<file path="src/rtl/mrrp_pkg.sv">
package mrrp_pkg;

  localparam int unsigned MaxFrameBytesDefault = 253;

  // Function codes of the read requests
  localparam logic [7:0] FN_READ_COILS    = 8'd1;
  localparam logic [7:0] FN_READ_DISCRETE = 8'd2;
  localparam logic [7:0] FN_READ_HOLDING  = 8'd3;
  localparam logic [7:0] FN_READ_INPUT    = 8'd4;
  localparam logic [7:0] EXC_FLAG         = 8'h80;

  // Configuration register indexes
  localparam logic CFG_REQ_FUNCTION = 1'b0;
  localparam logic CFG_REQ_QUANTITY = 1'b1;

  localparam logic [7:0]  REQ_FUNCTION_RST = FN_READ_HOLDING;
  localparam logic [10:0] REQ_QUANTITY_RST = 11'd1;

  typedef enum logic [2:0] {
    ST_OK    = 3'd0,
    ST_SHORT = 3'd1,
    ST_LEN   = 3'd2,
    ST_QTY   = 3'd3,
    ST_EXC   = 3'd4,
    ST_BADFN = 3'd5
  } status_t;

  // Work left over from one accepted byte: value results, then maybe a status
  typedef struct packed {
    logic [3:0]  vals;     // value results still to emit (0..8)
    logic [10:0] base;     // index of the first value
    logic [15:0] data;     // register word, or coil byte in the low half
    logic        is_bits;
    logic        stat;     // a status result follows the values
    status_t     status;
    logic [7:0]  exc;
  } job_t;

endpackage

</file>
<file path="src/rtl/mrrp_parse.sv">
module mrrp_parse #(
  parameter int unsigned MAX_FRAME_BYTES = mrrp_pkg::MaxFrameBytesDefault
) (
  input  logic             clk,
  input  logic             rst,
  input  logic [7:0]       req_function,
  input  logic [10:0]      req_quantity,
  input  logic [7:0]       rx_byte,
  input  logic             end_of_frame,
  input  logic             accept,
  output mrrp_pkg::job_t   job
);
  import mrrp_pkg::*;

  localparam logic [8:0] MaxPos = 9'(MAX_FRAME_BYTES);

  typedef enum logic [1:0] {
    FK_NONE  = 2'd0,
    FK_REGS  = 2'd1,
    FK_BITS  = 2'd2,
    FK_OTHER = 2'd3
  } frame_kind_t;

  logic [7:0]  byte_position, byte_position_next;
  logic [7:0]  reply_function, reply_function_next;
  logic [7:0]  declared_count, declared_count_next;
  logic [7:0]  high_byte_hold, high_byte_hold_next;
  logic [10:0] values_emitted, values_emitted_next;
  frame_kind_t frame_kind, frame_kind_next;

  logic        decode_en;
  logic [10:0] room;
  logic [3:0]  nvals;
  logic [8:0]  len_sum;
  logic [11:0] bytes_for_bits;
  status_t     status;

  always_comb begin
    byte_position_next  = (byte_position != 8'hFF) ? byte_position + 8'd1 : byte_position;
    reply_function_next = reply_function;
    frame_kind_next     = frame_kind;
    declared_count_next = declared_count;
    high_byte_hold_next = high_byte_hold;

    if (byte_position == 8'd0) begin
      reply_function_next = rx_byte;
      if (rx_byte == req_function) begin
        case (rx_byte) inside
          FN_READ_HOLDING, FN_READ_INPUT:   frame_kind_next = FK_REGS;
          FN_READ_COILS, FN_READ_DISCRETE:  frame_kind_next = FK_BITS;
          default:                          frame_kind_next = FK_NONE;
        endcase
      end else begin
        frame_kind_next = FK_OTHER;
      end
    end
    if (byte_position == 8'd1) begin
      declared_count_next = rx_byte;
    end

    decode_en = (byte_position >= 8'd2) && ({1'b0, byte_position} < MaxPos);
    room      = (values_emitted < req_quantity) ? req_quantity - values_emitted : 11'd0;
    nvals     = 4'd0;
    if (decode_en && frame_kind == FK_REGS) begin
      if (!byte_position[0]) begin
        high_byte_hold_next = rx_byte;
      end else if (room != 11'd0) begin
        nvals = 4'd1;
      end
    end else if (decode_en && frame_kind == FK_BITS) begin
      nvals = (room >= 11'd8) ? 4'd8 : room[3:0];
    end
    values_emitted_next = values_emitted + {7'd0, nvals};

    // Frame checks on the state as it stands after this byte
    len_sum        = {1'b0, declared_count_next} + 9'd2;
    bytes_for_bits = ({1'b0, req_quantity} + 12'd7) >> 3;
    if (byte_position_next < 8'd2) begin
      status = ST_SHORT;
    end else if (frame_kind_next == FK_OTHER) begin
      status = (reply_function_next == (req_function | EXC_FLAG)) ? ST_EXC : ST_BADFN;
    end else if ({1'b0, byte_position_next} > MaxPos ||
                 len_sum != {1'b0, byte_position_next}) begin
      status = ST_LEN;
    end else if (frame_kind_next == FK_REGS &&
                 {4'd0, declared_count_next} != {req_quantity, 1'b0}) begin
      status = ST_QTY;
    end else if (frame_kind_next == FK_BITS &&
                 {4'd0, declared_count_next} != bytes_for_bits) begin
      status = ST_QTY;
    end else begin
      status = ST_OK;
    end

    job.vals    = nvals;
    job.base    = values_emitted;
    job.is_bits = (frame_kind == FK_BITS);
    job.data    = (frame_kind == FK_BITS) ? {8'd0, rx_byte} : {high_byte_hold, rx_byte};
    job.stat    = end_of_frame;
    job.status  = status;
    job.exc     = (status == ST_EXC) ? declared_count_next : 8'd0;
  end

  always_ff @(posedge clk) begin
    if (rst || (accept && end_of_frame)) begin
      byte_position  <= 8'd0;
      reply_function <= 8'd0;
      declared_count <= 8'd0;
      high_byte_hold <= 8'd0;
      values_emitted <= 11'd0;
      frame_kind     <= FK_NONE;
    end else if (accept) begin
      byte_position  <= byte_position_next;
      reply_function <= reply_function_next;
      declared_count <= declared_count_next;
      high_byte_hold <= high_byte_hold_next;
      values_emitted <= values_emitted_next;
      frame_kind     <= frame_kind_next;
    end
  end

endmodule

</file>
<file path="src/rtl/mrrp_emit.sv">
module mrrp_emit (
  input  logic           clk,
  input  logic           rst,
  input  mrrp_pkg::job_t job,
  input  logic           byte_valid,
  output logic           byte_stall,
  output logic           accept,
  output logic           result_valid,
  input  logic           result_stall,
  output logic           kind,
  output logic [15:0]    value,
  output logic [10:0]    value_index,
  output logic [2:0]     status,
  output logic [7:0]     exc_code,
  output logic           last
);
  import mrrp_pkg::*;

  job_t       job_q;
  logic [2:0] job_sub;
  logic       job_busy;
  logic       job_last;
  logic       move;
  logic [7:0] bit_byte;

  assign job_busy   = (job_q.vals != 4'd0) || job_q.stat;
  assign job_last   = (job_q.vals == 4'd1 && !job_q.stat) ||
                      (job_q.vals == 4'd0 && job_q.stat);
  assign move       = job_busy && (!result_valid || !result_stall);
  assign byte_stall = job_busy && !(move && job_last);
  assign accept     = byte_valid && !byte_stall;
  assign bit_byte   = job_q.data[7:0];

  always_ff @(posedge clk) begin
    if (rst) begin
      job_q.vals   <= 4'd0;
      job_q.stat   <= 1'b0;
      job_sub      <= 3'd0;
      result_valid <= 1'b0;
    end else begin
      if (accept) begin
        job_q   <= job;
        job_sub <= 3'd0;
      end else if (move) begin
        // advance through the values, then drop the status
        if (job_q.vals != 4'd0) begin
          job_q.vals <= job_q.vals - 4'd1;
          job_sub    <= job_sub + 3'd1;
        end else begin
          job_q.stat <= 1'b0;
        end
      end

      if (move) begin
        result_valid <= 1'b1;
        if (job_q.vals != 4'd0) begin
          kind        <= 1'b0;
          value       <= job_q.is_bits ? {15'd0, bit_byte[job_sub]} : job_q.data;
          value_index <= job_q.base + {8'd0, job_sub};
          status      <= ST_OK;
          exc_code    <= 8'd0;
          last        <= 1'b0;
        end else begin
          kind        <= 1'b1;
          value       <= 16'd0;
          value_index <= 11'd0;
          status      <= job_q.status;
          exc_code    <= job_q.exc;
          last        <= 1'b1;
        end
      end else if (!result_stall) begin
        result_valid <= 1'b0;
      end
    end
  end

  a_vals_range: assert property (@(posedge clk) disable iff (rst)
    job_q.vals <= 4'd8)
    else $error("job holds more than eight values");

  a_value_fields: assert property (@(posedge clk) disable iff (rst)
    result_valid && !kind |-> !last && status == ST_OK && exc_code == 8'd0)
    else $error("value item carries status fields");

  a_status_fields: assert property (@(posedge clk) disable iff (rst)
    result_valid && kind |-> last && value == 16'd0 && value_index == 11'd0)
    else $error("status item carries value fields");

  a_sub_advance: assert property (@(posedge clk) disable iff (rst)
    move && !accept && job_q.vals != 4'd0 |=> job_sub == $past(job_sub) + 3'd1)
    else $error("bit offset did not advance");

endmodule

</file>
<file path="src/rtl/modbus_read_response_parser.sv">
// Modbus read-response parser. Takes the response PDU one byte per item,
// function code first, with end_of_frame on the last byte, and emits one value
// item per register word (codes 3 and 4) or per coil/discrete bit (codes 1 and
// 2, LSB first, stopping at req_quantity), then one status item with last set
// when the frame ends. Values leave before the frame is checked. Each byte is
// decoded in the cycle it is accepted into a work register, and a single
// output register drains that work at one item per cycle while result_stall
// is low. byte_stall holds off the next byte until the work drains, the next
// byte going in as the last item leaves, so a byte causing no item or one is
// followed by the next byte in the next cycle unless the output stalls. A coil
// byte causes up to eight value items, plus the status item if it ends the
// frame. Configuration writes are always ready and take effect on the next
// byte; the request function and quantity reset to 3 and 1.
module modbus_read_response_parser #(
  parameter int unsigned MAX_FRAME_BYTES = mrrp_pkg::MaxFrameBytesDefault
) (
  input  logic        clk,
  input  logic        rst,
  input  logic        cfg_valid,
  output logic        cfg_ready,
  input  logic        cfg_index,
  input  logic [10:0] cfg_data,
  input  logic        byte_valid,
  output logic        byte_stall,
  input  logic [7:0]  rx_byte,
  input  logic        end_of_frame,
  output logic        result_valid,
  input  logic        result_stall,
  output logic        kind,
  output logic [15:0] value,
  output logic [10:0] value_index,
  output logic [2:0]  status,
  output logic [7:0]  exc_code,
  output logic        last
);
  import mrrp_pkg::*;

  logic [7:0]  req_function;
  logic [10:0] req_quantity;
  logic        accept;
  job_t        job;

  assign cfg_ready = 1'b1;

  always_ff @(posedge clk) begin
    if (rst) begin
      req_function <= REQ_FUNCTION_RST;
      req_quantity <= REQ_QUANTITY_RST;
    end else if (cfg_valid && cfg_ready) begin
      unique case (cfg_index)
        CFG_REQ_FUNCTION: req_function <= cfg_data[7:0];
        CFG_REQ_QUANTITY: req_quantity <= cfg_data;
        default: ;
      endcase
    end
  end

  mrrp_parse #(
    .MAX_FRAME_BYTES(MAX_FRAME_BYTES)
  ) u_parse (
    .clk          (clk),
    .rst          (rst),
    .req_function (req_function),
    .req_quantity (req_quantity),
    .rx_byte      (rx_byte),
    .end_of_frame (end_of_frame),
    .accept       (accept),
    .job          (job)
  );

  mrrp_emit u_emit (
    .clk          (clk),
    .rst          (rst),
    .job          (job),
    .byte_valid   (byte_valid),
    .byte_stall   (byte_stall),
    .accept       (accept),
    .result_valid (result_valid),
    .result_stall (result_stall),
    .kind         (kind),
    .value        (value),
    .value_index  (value_index),
    .status       (status),
    .exc_code     (exc_code),
    .last         (last)
  );

endmodule

</file>
<file path="config.mk">
export PLATFORM = sky130hd
export DESIGN_NAME = modbus_read_response_parser
export DESIGN_NICKNAME = d
export VERILOG_FILES = /design/src/rtl/mrrp_pkg.sv /design/src/rtl/mrrp_parse.sv /design/src/rtl/mrrp_emit.sv /design/src/rtl/modbus_read_response_parser.sv
export SDC_FILE = /design/constraint.sdc
export NUM_CORES = 1
export LEC_CHECK = 0
export ABC_AREA = 1
export BUFFER_PORTS_ARGS = -buffer_cell sky130_fd_sc_hd__buf_2
export CAP_MARGIN = 20
export CORE_UTILIZATION = 55
export DETAILED_ROUTE_END_ITERATION = 10
export HOLD_SLACK_MARGIN = 0.03
export PLACE_DENSITY = 0.81
export REMOVE_ABC_BUFFERS = 1
export SYNTH_ARGS = -nofsm -noshare
export SYNTH_HDL_FRONTEND = slang
export SYNTH_SLANG_ARGS = --single-unit
</file>
<file path="constraint.sdc">
create_clock -name clk -period 3.87 [get_ports clk]
set_clock_uncertainty 0.15 [all_clocks]
set_input_delay 0 -clock clk [delete_from_list [all_inputs] [get_ports clk]]
set_output_delay 0 -clock clk [all_outputs]
set_load 0.01 [all_outputs]
</file>
Word-level counts from Yosys, hierarchy flattened. Cells that the tools add are included. Widths: inputs -> output; s select.

Flip-flop bits (word level): 151. Bits of input ports: 26. Output and inout port bits: 43. Word-level logic and storage cells: 134.

Add/sub/neg operators: 8. $lt $le $gt $ge: 7. Eq/ne operators: 20. Mux-type cells: 31. Bitwise logic cells: 4. Reductions and logical operators: 40.

Operators with widths (count): $mux 4 (7); $mux 8 (3); $eq 8x1->1 const B (2); $eq 8x2->1 const B (2); $eq 8x8->1 (2); $reduce_and 2->1 (7); $add 11x3->12 const B (1); $logic_and 1x1->1 (12); $mux 3 (4); $ne 8x12->1 (1); $add 11x3->11 (1); $add 11x4->11 (1); $ge 11x4->1 const B (1); $lt 11x11->1 (1); $mux 11 (1); $reduce_bool 11->1 (1); $sub 11x11->11 (1); $mux 1 (10); $mux 2 (5); $add 8x2->9 const B (1); $ne 8x9->1 (1); $ne 9x8->1 (1); $add 8x1->8 const B (1); $eq 8x3->1 const B (1); 24 further kinds (42).

Depth between registers and ports, before layout. Gate-level depths: netlist (run 1).

Depth in word-level cells: 14. Mapped depth: 29. Mapped depth without buffers: 29.

Cells and area by module. A second synthesis (run 1) with hierarchy kept.

Cells, all modules: 1114. Area total of the unflattened synthesis: 8526.9 µm².

Modules (own cells, without submodules): mrrp_parse (instances 1, cells each 722, area each 4255.3 µm², seq. area each 900.9 µm²); mrrp_emit (instances 1, cells each 291, area each 3523.4 µm², seq. area each 2522.4 µm²); modbus_read_response_parser (instances 1, cells each 101, area each 748.2 µm², seq. area each 380.4 µm²).

Worst setup path after synthesis (run 1). OpenSTA, ideal clock, no wires.

Path type: register to register. From: register req_quantity[0]. To: register u_parse.values_emitted[8]. Arrival: 3.409 ns. Required time: 3.642 ns. Path slack: 0.233 ns. Cell stages (with the launch flop): 28. Path buffers: 0. Clock period less this slack: 3.637 ns. Path through: dfxtp_1 -> inv_1 -> ha_1 -> inv_1 -> fa_1 -> inv_1 -> o21ai_1 -> nand2_1 -> nand3_1 -> nand2_1 -> nand3_1 -> nand2_1 -> nand3_1 -> nor2_1 -> nand2_1 -> nand2_1 -> nand2_1 -> inv_1 -> ha_1 -> inv_1 -> fa_1 -> o21ai_0 -> inv_1 -> nor3_2 -> nand2_1 -> nor2_1 -> a21oi_1 -> nor3_1.

Longest elaborated chain between the ends: 7. Elaborated cells on any way between the ends: 11. Those cells by class: add/sub (2); order compare (2); mux (6); reduce/logical (1).

Ends and longest elaborated chain: from (decl) (RTL line modbus_read_response_parser.sv:39) `logic [10:0] req_quantity;`; from (signal assigned) (RTL line modbus_read_response_parser.sv:52) `CFG_REQ_QUANTITY: req_quantity <= cfg_data;`; $sub 11x11->11 / $lt 11x11->1 (equally long branches) (RTL line mrrp_parse.sv:62) `room = (values_emitted < req_quantity) ? req_quantity - values_emitted : 11'd0;`; $mux 11 * (RTL line mrrp_parse.sv:62); $ge 11x4->1 / $reduce_bool 11->1 (equally long branches) (RTL line mrrp_parse.sv:71, mrrp_parse.sv:67); $mux 4 / $mux 1 (equally long branches) (RTL line mrrp_parse.sv:71, mrrp_parse.sv:67); $mux 4 (on tied branches) (RTL line mrrp_parse.sv:70, mrrp_parse.sv:65); $mux 4 * (RTL line mrrp_parse.sv:64) `if (decode_en && frame_kind == FK_REGS) begin`; $add 11x4->11 * (RTL line mrrp_parse.sv:73) `values_emitted_next = values_emitted + {7'd0, nvals};`; to (signal assigned) (RTL line mrrp_parse.sv:117) `values_emitted <= values_emitted_next;`; to (decl) (RTL line mrrp_parse.sv:28) `logic [10:0] values_emitted, values_emitted_next;`.

Mark *: on every way between the ends. The rest lies on a longest branch, timed or not. A chain may end at the register's enable or synchronous reset.

Worst setup path in the final report (run 1).
From: register req_quantity[0]. To: register u_parse.values_emitted[7].

The elaborated chain is that of the path after synthesis.

==> results.toml, run 1 <==
[status]
outcome = "completed"

[critical_path]
endpoint_kind = "register"
cp_max_fo = 4
cp_slowest_cell = "fa_2"
setup.worst_path.class = "reg2reg"
required_ns = 4.03
cpPeakStageDelay_ns = 0.37
start_kind = "register"
cp_cell_sequence = "inv_2 > ha_1 > inv_2 > fa_2 > buf_4 > nand3_1 > nand3_1 > nand2_1 > nand2_2 > a21oi_2 > nor2_2 > buf_4 > nand2_2 > nor2_1 > ha_1 > nand2_1 > o21a_1 > nor2_1 > nor2_1 > nor4_2 > nand2_1 > o21ai_1 > a21oi_1"
arrival_ns = 3.95

[floorplanning]
row_count = 45
fp.dieW_microns = 128
dieArea_sq_um = 16300
ioPinCount = 69
fp.dieH_microns = 128
core_area_sq_um = 15300
start_util_pct = 56.8

[sta]
tns_ns = 0
hold_viol = 0
final.setup.worst_slack_ns = 0.0841
fin_crit_ns = 3.79
worst_slew_pin_slew_ns = 0.753
relSlewSlack_pct = 49.7
setup_viol = 0
holdWs_ns = 0.265
timing.final.crit_share_pct = 97.8
drv_slew = 0
fmax_mhz = 264

[placed_design]
dp_cells = 1446
preCtsSetupSlack_ns = -0.0322
hpwl_mm = 15.5
numPortBuffers = 67
place.gp.congestion = 0.932

[synth]
synth_seq_cells = 151
synthCells = 1168
synth-edff-count = 78
synthArstFlopShare_pct = 0
syn_area_sq_um = 8690
seq_area_frac_synth_pct = 43.8
postSynthAreaPerCell_sq_um = 7.44
yosysWarnings = 0
synth-main-ff-cell = "edfxtp_1"
synth.distinct_cells = 47

[global_route]
grt_pass1_vias = 7201
grt_max_degree = 41
grtUsageTotal_pct = 27.1
grt_pass1_wl_mm = 34.5
overflow = 0
antenna_found_initial = 0

[power_and_ir_drop]
leakage_nw = 4.66
power_mw = 6.80
power.density_nw_per_um2 = 639
max-vdd-ir-drop_mv = 0.404

[routing]
ant_nets = 0
drtIter0Drc = 717
drc = 0
routed-via-count = 8137
vias_per_cell = 5.36
post_drt_wl_per_cell_microns = 14.6
finalWirelength_mm = 22.1
drtPass1Iterations = 5

[cts]
cts-buffers-inserted = 17
cts_root_buf = "clkbuf_16"
cts.sinks = 151
clock_path_buffers = 2
cts_tree = "built"
clkLatencyLatePin_ns = 0.43
htreeDepth = 4
path_clk_slew_ns = 0.06

[cells_and_area]
final_cells = 1519
fill_cells = 1239
layout.nets = 1351
antenna_cells = 0
area_growth_pct = 22.4
layout-drive-gt1-share_pct = 19.0

[job]
drv_cap = 0

[hold_path]
min_path_type = "in2reg"
[worst max-delay path: cells and delay by family (launching register included)]
family	cells	cell delay (ns)
AOI/OAI and AO/OA	4	0.56
adders and majority gates	3	0.84
DFF	1	0.34
buffers and inverters	4	0.40
and+or+nand+nor	12	1.39
[per-layer routing]
layer | GRT usage (%) | vias to the layer above | routed length (microns)
met5 | 0 | - | 0
li1 | - | 4031 | -
met1 | 35.3 | 3740 | 9810
met4 | 9.76 | 0 | 600
met3 | 5.26 | 48 | 1310
met2 | 45.2 | 318 | 10400
[cell usage after synthesis, types with 2 or more instances]
| cell type | count | share of area [%] |
|---|---|---|
| a211oi_1 | 2 | 0.17 |
| a21oi_1 | 81 | 4.7 |
| a21oi_2 | 2 | 0.20 |
| a31oi_1 | 2 | 0.14 |
| buf_2 | 6 | 0.35 |
| buf_4 | 2 | 0.17 |
| buf_6 | 2 | 0.26 |
| clkbuf_1 | 14 | 0.60 |
| dfxtp_1 | 73 | 17 |
| edfxtp_1 | 78 | 27 |
| fa_1 | 3 | 0.69 |
| ha_1 | 27 | 3.9 |
| inv_1 | 175 | 7.6 |
| inv_2 | 7 | 0.30 |
| nand2_1 | 307 | 13 |
| nand2_2 | 18 | 1.3 |
| nand2_4 | 5 | 0.65 |
| nand3_1 | 67 | 3.9 |
| nand3b_1 | 6 | 0.52 |
| nand4_1 | 20 | 1.4 |
| nor2_1 | 125 | 5.4 |
| nor2_2 | 14 | 1.0 |
| nor2_4 | 4 | 0.52 |
| nor3_1 | 12 | 0.69 |
| nor3_2 | 3 | 0.35 |
| nor3b_1 | 3 | 0.26 |
| nor4_1 | 6 | 0.43 |
| o211ai_1 | 5 | 0.43 |
| o21a_1 | 3 | 0.26 |
| o21ai_0 | 57 | 3.3 |
| o21ai_1 | 7 | 0.40 |
| o21ai_2 | 4 | 0.40 |
| or2_2 | 4 | 0.29 |
| xnor2_1 | 4 | 0.40 |
| xor2_1 | 8 | 0.81 |
[logic make-up after synthesis]
family	synth area share (%)
and+or+nand+nor	30.6
DFF	43.8
buffers and inverters	9.33
xor gates and xnor gates	1.21
other	0.0431
AOI/OAI and AO/OA	10.4
adders and majority gates	4.58
[through the flow]
stage | util (%) | instance area [sq um]
CTS | 67.7 | 10400
floorplan | - | 8570
global route | 69.5 | 10600
global placement | 61.2 | 9380
finish | 69.5 | 10600
detailed placement | 61.2 | 9380
[path summary, 6_finish.rpt]
path	start	end	slack, ns	cells past startpoint
setup / recovery	req_quantity[0]	u_parse.values_emitted[7]	0.08	23
hold / removal	rx_byte[6]	u_emit.bit_byte[6]	0.26	2
setup reg to reg	req_quantity[0]	u_parse.values_emitted[7]	0.08	23
hold reg to reg	u_parse.values_emitted[10]	u_emit.job_q[39]	0.30	0
[what timing repair did]
item	in CTS	in global routing
resized for setup	8	54
hold endpoints to repair	68	0
setup endpoints to repair	3	7
hold buffers	35	0
pin swaps	0	21
buffers inserted	0	6
[state kept, by name (all words and copies together), names as in the netlist]
name and count:
u_parse.byte_position 8, u_parse.declared_count 8, req_quantity 11, u_emit.kind 1, u_emit.value 16, u_emit.value_index 11, u_parse.high_byte_hold 8, u_emit.exc_code 8
u_parse.values_emitted 11, u_emit.result_valid 1, u_emit.job_q 36, u_emit.status 3, u_emit.bit_byte 8, u_parse.frame_kind 2, req_function 8, u_parse.reply_function 8
u_emit.job_sub 3
[where the power goes]
group	total [mW]	switching (mW)	internal, mW
combinational	2.77	1.89	0.882
clock	1.73	0.677	1.05
sequential	2.30	0.155	2.14
[layout by cell type, fill, tap and decap left out, drive strengths merged]
cell type    netlist  layout
nand3b             6       6
a21o               1       1
clkinv             1       5
clkinvlp           0       1
o21bai             1       1
o21ai             68      68
nor3              15      15
a32o               1       1
ha                27      27
edfxtp            78      78
xor2               8       8
buf               11      98
a31oi              2       2
o211ai             5       5
a21oi             83      83
nor2             143     143
or2                4       4
dlygate4sd3        0      35
conb               1       1
nand2            331     331
nand3             69      69
inv              182     186
nor4               7       7
a211oi             2       2
xnor2              4       4
o21a               3       3
clkbuf            14      21
nor3b              3       3
fa                 3       3
o31ai              1       1
o221ai             1       1
nand4             20      20
dfxtp             73      73
bufinv             0       2
[layout make-up]
class,instances,area [sq um],area share [%]
repair buffers,133,931,8.75
well taps,211,264,2.48
clock buffers,21,493,4.63
flip-flops and latches,151,3810,35.8
inverters,183,687,6.46
multi-input cells,809,4320,40.6
clock inverters,11,133,1.25
No activity file was read; power rests on OpenSTA's default activity.
==> run 2, diff against run 1 <==
--- a/config.mk
+++ b/config.mk
@@ -5,13 +5,13 @@
 export SDC_FILE = /design/constraint.sdc
 export NUM_CORES = 1
 export LEC_CHECK = 0
-export ABC_AREA = 1
+export ABC_AREA = 0
 export BUFFER_PORTS_ARGS = -buffer_cell sky130_fd_sc_hd__buf_2
 export CAP_MARGIN = 20
-export CORE_UTILIZATION = 55
+export CORE_UTILIZATION = 33
 export DETAILED_ROUTE_END_ITERATION = 10
 export HOLD_SLACK_MARGIN = 0.03
-export PLACE_DENSITY = 0.81
+export PLACE_DENSITY = 0.55
 export REMOVE_ABC_BUFFERS = 1
 export SYNTH_ARGS = -nofsm -noshare
 export SYNTH_HDL_FRONTEND = slang
==> run 2 against run 1 <==
Against the previous run:
- worst hold slack lost 0.018 ns
- the run now ends with setup timing left
- combinational power shrank 7.9%
- clock power is essentially flat
- worst setup slack lost 0.42 ns
- largest cell class unchanged
- register-to-register slack lost 0.42 ns
==> results.toml, run 2 <==
[global_route]
grt_pass1_wl_mm = 35.1
grt_pass1_vias = 6472
grtUsageTotal_pct = 17.4
antenna_found_initial = 0
grt_max_degree = 46
overflow = 0

[cells_and_area]
layout.nets = 1136
multi_input_area_sq_um = 4250
fill_cells = 2335
layout-drive-gt1-share_pct = 25.3
most-common-layout-cells = "buf_4 (121), nand2_1 (98), edfxtp_1 (78)"
seqCellArea_sq_um = 3810
final_cells = 1417
antenna_cells = 0
final_common_cell = "buf_4"
area_growth_pct = 33.9
top_regs = "u_emit.job_q (36), u_emit.value (16)"
largest_reg_flops = 36
largest-register = "u_emit.job_q"
final_util_pct = 45.1

[sta]
timing.final.crit_share_pct = 109
rsz0062_at_grt = "yes"
setup_viol = 8
relSlewSlack_pct = 48.1
hold_viol = 0
fin_crit_ns = 4.21
fmax_mhz = 238
worst_slew_pin_slew_ns = 0.779
final.setup.worst_slack_ns = -0.340
holdWs_ns = 0.247
drv_slew = 0
tns_ns = -1.93

[synth]
seq_area_frac_synth_pct = 46.3
netlist_top_cells_count = "nand2_1 (98), edfxtp_1 (78), nor2_1 (76), dfxtp_1 (73), a21oi_1 (68)"
yosysWarnings = 0
postSynthAreaPerCell_sq_um = 9.49
syn_area_sq_um = 8220
yosys.area.top_type = "edfxtp_1"
synth-edff-count = 78
synth-main-ff-cell = "edfxtp_1"
synthCells = 866
synthArstFlopShare_pct = 0
synth_top_cell_area_share_pct = 28.5
synth_seq_cells = 151
synth_most_common_cell = "nand2_1"
synthTopCellsByArea = "edfxtp_1 (29%), dfxtp_1 (18%), nand2_1 (4.5%), a21oi_1 (4.1%), ha_1 (4.1%)"
synth.distinct_cells = 72

[placed_design]
place.gp.congestion = 0.897
hpwl_mm = 15.2
preCtsSetupSlack_ns = -0.787
numPortBuffers = 67
dp_cells = 1318

[routing]
routed-via-count = 6845
finalWirelength_mm = 21.6
post_drt_wl_per_cell_microns = 15.2
vias_per_cell = 4.83
drc = 0
drtIter0Drc = 469
drtPass1Iterations = 5
ant_nets = 0

[floorplanning]
start_util_pct = 33.7
fp.dieH_microns = 160
dieArea_sq_um = 25500
row_count = 57
ioPinCount = 69
fp.dieW_microns = 160
core_area_sq_um = 24400

[critical_path]
cp_cell_sequence = "inv_2 > ha_4 > inv_2 > fa_2 > a21o_1 > a21oi_2 > buf_4 > nor4_2 > nor4_2 > nand2_1 > or4b_4 > a32oi_2 > ha_2 > buf_4 > buf_6 > a21o_1 > a21oi_2 > nor2b_1 > o211ai_1 > or3_1 > a21oi_1"
required_ns = 4.08
cpPeakStageDelay_ns = 0.54
cp_max_fo = 5
cp_slowest_cell = "or4b_4"
startpoint = "req_quantity[0]"
start_kind = "register"
setup.worst_path.class = "reg2reg"
ff2ff_setup_slack_ns = -0.34
endpoint_kind = "register"
rr_startpoint = "req_quantity[0]"
arrival_ns = 4.42

[hold_path]
min_path_type = "in2reg"
worstHoldStart = "cfg_data[5]"

[job]
drv_cap = 0

[cts]
clock_path_buffers = 2
clkLatencyLatePin_ns = 0.43
cts.sinks = 151
cts-buffers-inserted = 17
htreeDepth = 4
cts_root_buf = "clkbuf_16"
path_clk_slew_ns = 0.07
cts_tree = "built"

[power_and_ir_drop]
power.density_nw_per_um2 = 594
max-vdd-ir-drop_mv = 0.367
leakage_nw = 4.35

[status]
violations = "setup timing"
outcome = "complete, but fails checks"
[run 2: what timing repair did]
| item | CTS | global route |
|---|---|---|
| buffers inserted | 25 | 6 |
| resized for setup | 24 | 19 |
| hold buffers | 47 | 0 |
| endpoints found under the hold margin | 51 | 0 |
| pin swaps | 20 | 29 |
| endpoints found under the setup margin | 10 | 12 |
[run 2: through the flow]
stage	instance area [sq um]	total power, mW
6_report	11000	6.53
5_1_grt	11000	6.91
4_1_cts	10900	6.50
3_5_place_dp	9570	4.66
3_3_place_gp	9570	4.64
2_1_floorplan	8000	3.75
[run 2: report_power, final]
| group | switching (mW) | internal [mW] |
|---|---|---|
| Sequential | 0.154 | 2.09 |
| Clock | 0.810 | 0.938 |
| Combinational | 1.48 | 1.07 |
[run 2: logic make-up (layout without fill, tap and decap cells)]
family,count (synthesis),count (layout),synth area share (%)
buffers and inverters,79,306,4.28
muxes,32,32,4.26
and+or+nand+nor,359,359,21.9
other,1,1,0.0456
xor gates and xnor gates,63,63,6.72
AOI/OAI and AO/OA,151,151,11.7
DFF,151,151,46.3
adders and majority gates,30,30,4.84
[run 2: critical path, delay by kind of cell (launching register included)]
| kind | cells | cell delay [ns] |
|---|---|---|
| buffers and inverters | 5 | 0.44 |
| DFF | 1 | 0.33 |
| adders and majority gates | 3 | 0.69 |
| AOI/OAI and AO/OA | 7 | 1.02 |
| and+or+nand+nor | 6 | 1.51 |
[run 2: cell type report]
class / instances / area share (%)
multi-input cells: 636 / 38.7
flip-flops and latches: 151 / 34.6
repair buffers: 239 / 16.2
clock buffers: 17 / 3.87
well taps: 324 / 3.69
clock inverters: 15 / 1.82
inverters: 35 / 1.19
[run 2: path summary, 6_finish.rpt]
check	to	cells past startpoint
setup / recovery	u_parse.values_emitted[9]	21
hold / removal	req_function[5]	4
setup reg to reg	u_parse.values_emitted[9]	21
hold reg to reg	u_emit.job_q[39]	0
[run 2: metal layers]
metal / up-vias / GRT usage (%) / share of wire (%)
li1: 3489 / - / -
met1: 3197 / 24.7 / 50
met2: 136 / 27.5 / 45
met3: 23 / 2.31 / 3.3
met4: 0 / 4.98 / 1.1
met5: - / 0 / 0
